`src/mosl_pkg.sv`:
```
// Shared constants, codes and payload types for the median of two sorted lists.
package mosl_pkg;

  localparam int unsigned LIST_DEPTH = 256;
  localparam int unsigned DATA_W     = 32;
  localparam int unsigned RES_W      = DATA_W + 1;
  localparam int unsigned IDX_W      = (LIST_DEPTH > 1) ? $clog2(LIST_DEPTH) : 1;
  localparam int unsigned CNT_W      = $clog2(LIST_DEPTH + 1);
  localparam int unsigned K_W        = $clog2(2 * LIST_DEPTH + 1);

  localparam logic [1:0] MODE_LOAD_FIRST  = 2'd0;
  localparam logic [1:0] MODE_LOAD_SECOND = 2'd1;
  localparam logic [1:0] MODE_COMPUTE     = 2'd2;

  localparam logic [1:0] STATUS_OK       = 2'd0;
  localparam logic [1:0] STATUS_EMPTY    = 2'd1;
  localparam logic [1:0] STATUS_OVERFLOW = 2'd2;

  typedef struct packed {
    logic [1:0]               mode;
    logic signed [DATA_W-1:0] value;
  } in_item_t;

  typedef struct packed {
    logic signed [RES_W-1:0] median_doubled;
    logic [1:0]              status;
  } out_item_t;

  typedef struct packed {
    logic [CNT_W-1:0] first_count;
    logic [CNT_W-1:0] second_count;
    logic             overflow;
  } job_t;

endpackage

```
`src/mosl_ctrl.sv`:
```
// Selection sequencer: runs the halving k-th smallest search over both stores.
module mosl_ctrl (
  input  logic                        clk_i,
  input  logic                        rst_ni,
  input  logic                        start_i,
  input  mosl_pkg::job_t              job_i,
  output logic                        idle_o,
  output logic                        done_valid_o,
  input  logic                        done_ready_i,
  output mosl_pkg::out_item_t         result_o,
  output logic [mosl_pkg::IDX_W-1:0]  raddr0_o,
  output logic [mosl_pkg::IDX_W-1:0]  raddr1_o,
  input  logic [mosl_pkg::DATA_W-1:0] rdata0_i,
  input  logic [mosl_pkg::DATA_W-1:0] rdata1_i
);

  typedef enum logic [1:0] {ST_IDLE, ST_ISSUE, ST_EVAL, ST_DONE} state_e;
  typedef enum logic [1:0] {KIND_TAIL, KIND_MIN, KIND_STEP} kind_e;

  localparam int unsigned CW = mosl_pkg::CNT_W;
  localparam int unsigned KW = mosl_pkg::K_W;
  localparam int unsigned DW = mosl_pkg::DATA_W;
  localparam int unsigned RW = mosl_pkg::RES_W;

  state_e              state_q;
  kind_e               kind_q;
  logic                sel_q;
  logic [CW-1:0]       sta_q, sza_q, stb_q, szb_q, p1_q, p2_q;
  logic [CW-1:0]       first_cnt_q, second_cnt_q;
  logic [KW-1:0]       k_q, kmid_q;
  logic                even_q, second_pass_q;
  logic signed [DW-1:0] acc_q;
  mosl_pkg::out_item_t res_q;

  // Issue stage: normalize so that list a is the shorter one, then form addresses.
  logic          swap, a_sel;
  logic [CW-1:0] ca_st, ca_sz, cb_st, cb_sz, p1, p2;
  logic [KW-1:0] half_k, rem_k, addr_a_w, addr_b_w, total;
  kind_e         kind;

  always_comb begin
    swap  = sza_q > szb_q;
    a_sel = sel_q ^ swap;
    ca_st = swap ? stb_q : sta_q;
    ca_sz = swap ? szb_q : sza_q;
    cb_st = swap ? sta_q : stb_q;
    cb_sz = swap ? sza_q : szb_q;
    half_k = k_q >> 1;
    p1     = (half_k > KW'(ca_sz)) ? ca_sz : half_k[CW-1:0];
    rem_k  = k_q - KW'(p1);
    p2     = (rem_k > KW'(cb_sz)) ? cb_sz : rem_k[CW-1:0];
    if (ca_sz == '0) begin
      kind     = KIND_TAIL;
      addr_a_w = KW'(ca_st);
      addr_b_w = KW'(cb_st) + k_q - KW'(1);
    end else if (k_q == KW'(1)) begin
      kind     = KIND_MIN;
      addr_a_w = KW'(ca_st);
      addr_b_w = KW'(cb_st);
    end else begin
      kind     = KIND_STEP;
      addr_a_w = KW'(ca_st) + KW'(p1) - KW'(1);
      addr_b_w = KW'(cb_st) + KW'(p2) - KW'(1);
    end
    total = KW'(job_i.first_count) + KW'(job_i.second_count);
  end

  assign raddr0_o = a_sel ? addr_b_w[mosl_pkg::IDX_W-1:0] : addr_a_w[mosl_pkg::IDX_W-1:0];
  assign raddr1_o = a_sel ? addr_a_w[mosl_pkg::IDX_W-1:0] : addr_b_w[mosl_pkg::IDX_W-1:0];

  // Evaluate stage: read data arrives in the cycle after issue.
  logic signed [DW-1:0] x, y, pick;
  logic                 sel_done, a_greater;
  logic signed [RW-1:0] combined;

  always_comb begin
    x         = sel_q ? $signed(rdata1_i) : $signed(rdata0_i);
    y         = sel_q ? $signed(rdata0_i) : $signed(rdata1_i);
    a_greater = x > y;
    sel_done  = 1'b0;
    pick      = y;
    case (kind_q)
      KIND_TAIL: begin
        sel_done = 1'b1;
        pick     = y;
      end
      KIND_MIN: begin
        sel_done = 1'b1;
        pick     = a_greater ? y : x;
      end
      default: begin
        sel_done = 1'b0;
        pick     = y;
      end
    endcase
    if (even_q) begin
      combined = {acc_q[DW-1], acc_q} + {pick[DW-1], pick};
    end else begin
      combined = {pick, 1'b0};
    end
  end

  always_ff @(posedge clk_i or negedge rst_ni) begin
    if (!rst_ni) begin
      state_q       <= ST_IDLE;
      kind_q        <= KIND_TAIL;
      sel_q         <= 1'b0;
      sta_q         <= '0;
      sza_q         <= '0;
      stb_q         <= '0;
      szb_q         <= '0;
      p1_q          <= '0;
      p2_q          <= '0;
      first_cnt_q   <= '0;
      second_cnt_q  <= '0;
      k_q           <= '0;
      kmid_q        <= '0;
      even_q        <= 1'b0;
      second_pass_q <= 1'b0;
      acc_q         <= '0;
      res_q         <= '0;
    end else begin
      case (state_q)
        ST_IDLE: begin
          if (start_i) begin
            first_cnt_q   <= job_i.first_count;
            second_cnt_q  <= job_i.second_count;
            sel_q         <= 1'b0;
            sta_q         <= '0;
            sza_q         <= job_i.first_count;
            stb_q         <= '0;
            szb_q         <= job_i.second_count;
            second_pass_q <= 1'b0;
            even_q        <= !total[0];
            kmid_q        <= (total >> 1) + KW'(1);
            k_q           <= total[0] ? (total >> 1) + KW'(1) : (total >> 1);
            if (total == '0) begin
              res_q.median_doubled <= '0;
              res_q.status         <= mosl_pkg::STATUS_EMPTY;
              state_q              <= ST_DONE;
            end else begin
              res_q.status <= job_i.overflow ? mosl_pkg::STATUS_OVERFLOW
                                             : mosl_pkg::STATUS_OK;
              state_q      <= ST_ISSUE;
            end
          end
        end
        ST_ISSUE: begin
          sel_q   <= a_sel;
          sta_q   <= ca_st;
          sza_q   <= ca_sz;
          stb_q   <= cb_st;
          szb_q   <= cb_sz;
          kind_q  <= kind;
          p1_q    <= p1;
          p2_q    <= p2;
          state_q <= ST_EVAL;
        end
        ST_EVAL: begin
          if (sel_done) begin
            if (even_q && !second_pass_q) begin
              // First of the two middle elements found; restart for the upper one.
              acc_q         <= pick;
              second_pass_q <= 1'b1;
              sel_q         <= 1'b0;
              sta_q         <= '0;
              sza_q         <= first_cnt_q;
              stb_q         <= '0;
              szb_q         <= second_cnt_q;
              k_q           <= kmid_q;
              state_q       <= ST_ISSUE;
            end else begin
              res_q.median_doubled <= combined;
              state_q              <= ST_DONE;
            end
          end else begin
            if (a_greater) begin
              stb_q <= stb_q + p2_q;
              szb_q <= szb_q - p2_q;
              k_q   <= k_q - KW'(p2_q);
              sza_q <= p1_q;
            end else begin
              sta_q <= sta_q + p1_q;
              sza_q <= sza_q - p1_q;
              k_q   <= k_q - KW'(p1_q);
            end
            state_q <= ST_ISSUE;
          end
        end
        ST_DONE: begin
          if (done_ready_i) begin
            state_q <= ST_IDLE;
          end
        end
        default: begin
          state_q <= ST_IDLE;
        end
      endcase
    end
  end

  assign idle_o       = state_q == ST_IDLE;
  assign done_valid_o = state_q == ST_DONE;
  assign result_o     = res_q;

endmodule

```
`config.mk`:
```
export PLATFORM = sky130hd
export DESIGN_NAME = mosl_ctrl
export DESIGN_NICKNAME = d
export VERILOG_FILES = /design/src/mosl_pkg.sv /design/src/mosl_ctrl.sv
export SDC_FILE = /design/constraint.sdc
export NUM_CORES = 1
export LEC_CHECK = 0
export ABC_AREA = 1
export BUFFER_PORTS_ARGS = -buffer_cell sky130_fd_sc_hd__buf_2
export CAP_MARGIN = 20
export CORE_ASPECT_RATIO = 2
export CORE_MARGIN = 5
export CORE_UTILIZATION = 45
export CTS_BUF_LIST = sky130_fd_sc_hd__clkbuf_16
export CTS_CLUSTER_SIZE = 25
export DETAILED_ROUTE_END_ITERATION = 7
export GPL_TIMING_DRIVEN = 1
export PLACE_DENSITY = 0.74
export SETUP_SLACK_MARGIN = 0.05
export SLEW_MARGIN = 10
export SYNTH_ARGS = -nofsm -noshare
export SYNTH_HDL_FRONTEND = slang
export SYNTH_SLANG_ARGS = --single-unit
```
`constraint.sdc`:
```
create_clock -name clk_i -period 11.75 [get_ports clk_i]
set_input_delay 1.175 -clock clk_i [delete_from_list [all_inputs] [get_ports clk_i]]
set_output_delay 1.175 -clock clk_i [all_outputs]
set_load 0.02 [all_outputs]
```
==> impl_results.md <==
- Critical path class: flip-flop to primary output
- R2R setup slack: 4.19 ns
- Rel. slew slack: 25.52%
- Max Freq: 93.25 MHz
- Die Ht: 289.2 µm
- Period utilisation layout: 91.27%
- Post-route ant nets: 0
- Vias in the first global route: 18,760
- WL final: 70,040 µm
- Rows: 102
- Register clock-pin slew on the reported worst setup and hold paths: 0.07 ns
- Final Hold Fails: 0
- Worst reg2reg path depth: 34
- All-Layer GR Usage: 32.25%
- Filler cells: 4,040
- Final core utilization: 49.72%
- Cts hold-fix bufs: 0
- Crit path to: raddr1_o[7]
- Die width: 149.6 µm
- Number of remaining DRC errors: 0
- Core ar.: 38,670 µm²
- Cell mode on critical path: nand2_1
- Synth Flop Type: dfrtp_1
- Post-synth EDFFs: 0
- Initial Utilization: 45.35%
- H-tree depth: 4
- Routed len/inst: 21.06 µm
- WP data required: 10.58 ns
- Share of layout cells above drive strength 1: 8.913%
- Clock latency on the worst-skew pair: 0.48 ns
- Max-cap violations: 0
- Final Max Tran Viols: 0
- # diodes: 0
- Outcome: complete, no violations
- Endpoint type of the worst setup path: primary output
- Net count after synthesis: 2,997
- Cell area after synthesis: 17,540 µm²
- Placer Congestion: 1.039
- Post-cts sizing count: 0
- Root buf cell: clkbuf_16
- Final setup viols: 0
- Max clock buf depth: 2
- WP data arrival: 9.55 ns
- CP peak stage delay: 0.67 ns
- Hold Path Class: flip-flop to flip-flop
- Setup TNS: 0 ns
- CTS tree: built
- Cell count after synthesis: 2,707
- Worst setup SP type: flip-flop
- CTS buffer count: 17
- Clock net sink count: 164
- Critical Path Source: szb_q[8]
- RR Endpoint: p2_q[5]
- Fin crit period: 10.72 ns
- Post-CTS setup repair buffer count: 0
- Nets: 3,082
- Largest net degree at the start of global routing: 89
- First drt pass iteration count: 6
- DP Wirelength: 57,290 µm
- Sequential fraction of the synthesis area: 23.40%
- Layout Skew: 0.01860 ns
- Via/cell ratio: 5.658
- CP Max Fanout: 60
- Async S/R FF share, synth: 100.0%
- DRT iter0 DRCs: 1,129
- First-pass GRT wire length: 104,400 µm
- RSZ-0062 raised after global routing: no
- Boundary pin count: 140
- Synth-to-layout area growth: 9.625%
- Port Buf Inserts: 139
- Worst-Margin Slew: 1.113 ns
- Crit path max-delay cell type: o21ai_0
- Routed via count: 18,810
- FF+latch count, synth: 164
- Gr ovfl total: 0
- Yosys cell types: 55
- Die area: 43,260 µm²
- Synth warnings: 0
- Initial antenna violation count: 0
- FF-to-FF Start: szb_q[8]
- Syn Area/Cell: 6.478 µm²
## placed cells by master, fill, tap and decap left out, types with 4 or more instances in the layout
cell type,n
a21o_1,10
nand3b_1,34
nor4_1,6
fa_1,11
xor2_1,46
o21a_1,9
nor2_2,5
a21oi_1,168
ha_1,192
a31oi_1,33
buf_2,138
xnor2_1,20
a21boi_0,4
clkbuf_16,18
nand4_1,24
or2_2,9
o21bai_1,16
buf_4,20
o21ai_0,264
nor2_1,166
nand2_1,800
inv_2,4
nand3_2,5
dfrtp_1,163
o21ai_1,6
nor3_1,12
o21ai_2,6
nand2_4,6
o22ai_1,8
nand3_1,172
o211ai_1,6
inv_1,358
clkinv_1,5
nand2_2,11
## routing by layer
layer | track usage [%] | vias up | part of all wire [%] | wire, µm
li1 | - | 9021 | - | -
met1 | 27.18 | 8748 | 31 | 21420
met2 | 61.72 | 700 | 53 | 37350
met3 | 3.725 | 345 | 3.6 | 2552
met4 | 32.62 | 0 | 12 | 8720
met5 | 0 | - | 0 | 0
## flip-flops by register name, summed over array words and instances, names as in the netlist
| register | count |
|---|---|
| szb_q | 9 |
| stb_q | 8 |
| first_cnt_q | 9 |
| sta_q | 8 |
| kind_q | 2 |
| p2_q | 9 |
| sza_q | 9 |
| result_o | 35 |
| state_q | 2 |
| p1_q | 9 |
| even_q | 1 |
| kmid_q | 10 |
| second_pass_q | 1 |
| k_q | 10 |
| sel_q | 1 |
| acc_q | 32 |
| second_cnt_q | 9 |
## cell usage after synthesis (all sizes together) (9+ instances only)
cell type,number,area (µm²)
xnor2,20,175.2
fa,11,220.2
ha,192,2402
xor2,46,402.9
o21bai,16,120.1
nand2,818,3151
nand4,24,150.1
dfrtp,164,4104
o21ai,276,1404
inv,363,1365
a31oi,33,206.5
nor3,13,76.33
nand3b,34,255.2
buf,35,216.5
a21oi,170,858.3
clkbuf,59,221.5
nand3,179,945.9
a21o,10,75.07
or2,9,56.30
nor2,174,683.2
o21a,9,67.56
## final cells by class
| class | count | area [µm²] | area share, % |
|---|---|---|---|
| multi-input cells | 2082 | 11630 | 60.48 |
| flip-flops and latches | 164 | 4108 | 21.37 |
| inverters | 367 | 1381 | 7.185 |
| repair buffers | 160 | 877.1 | 4.562 |
| well taps | 520 | 650.6 | 3.384 |
| clock buffers | 17 | 425.4 | 2.213 |
| clock inverters | 15 | 155.1 | 0.8070 |
## worst min path at each step
stage,from,endpoint,slack [ns],cells after the start
after floorplan,second_cnt_q[0],second_cnt_q[0],0.44,2
after global placement,result_o[25],result_o[25],0.46,2
after detailed placement,result_o[22],result_o[22],0.46,2
after CTS,result_o[22],result_o[22],0.48,2
after global routing,result_o[22],result_o[22],0.50,2
final,result_o[21],result_o[21],0.48,2
## through the flow
stage	hold slack (ns)	std cells	area (µm²)	setup WS, ns
5_1_grt	0.4996	3325	19220	0.1913
4_1_cts	0.4789	3324	19190	0.9145
3_3_place_gp	0.4597	3292	18610	1.600
2_1_floorplan	0.4436	2707	17540	3.604
3_5_place_dp	0.4604	3292	18610	1.447
6_report	0.4759	3325	19220	1.026
## worst max-delay path: cells and delay by family (launching register included)
kind,cells,cell delay [ns]
adder cells (fa/ha/maj),6,1.90
AO/OA/AOI/OAI,7,2.08
XOR/XNOR,1,0.23
flip-flops,1,0.43
AND/OR/NAND/NOR,26,3.10
buffers and inverters,13,1.30
## kinds of logic after synthesis
group	after synthesis	share of synthesized area, %
fa+ha+maj	203	14.95
flops	164	23.40
mux	2	0.1142
buf+inv	461	10.37
xor+xnor	66	3.296
compound gates	551	17.21
simple gates	1260	30.65
Power is left out: the tool's default activity adds up to more than one toggle a clock period on the data nets, which glitch-free logic cannot reach.
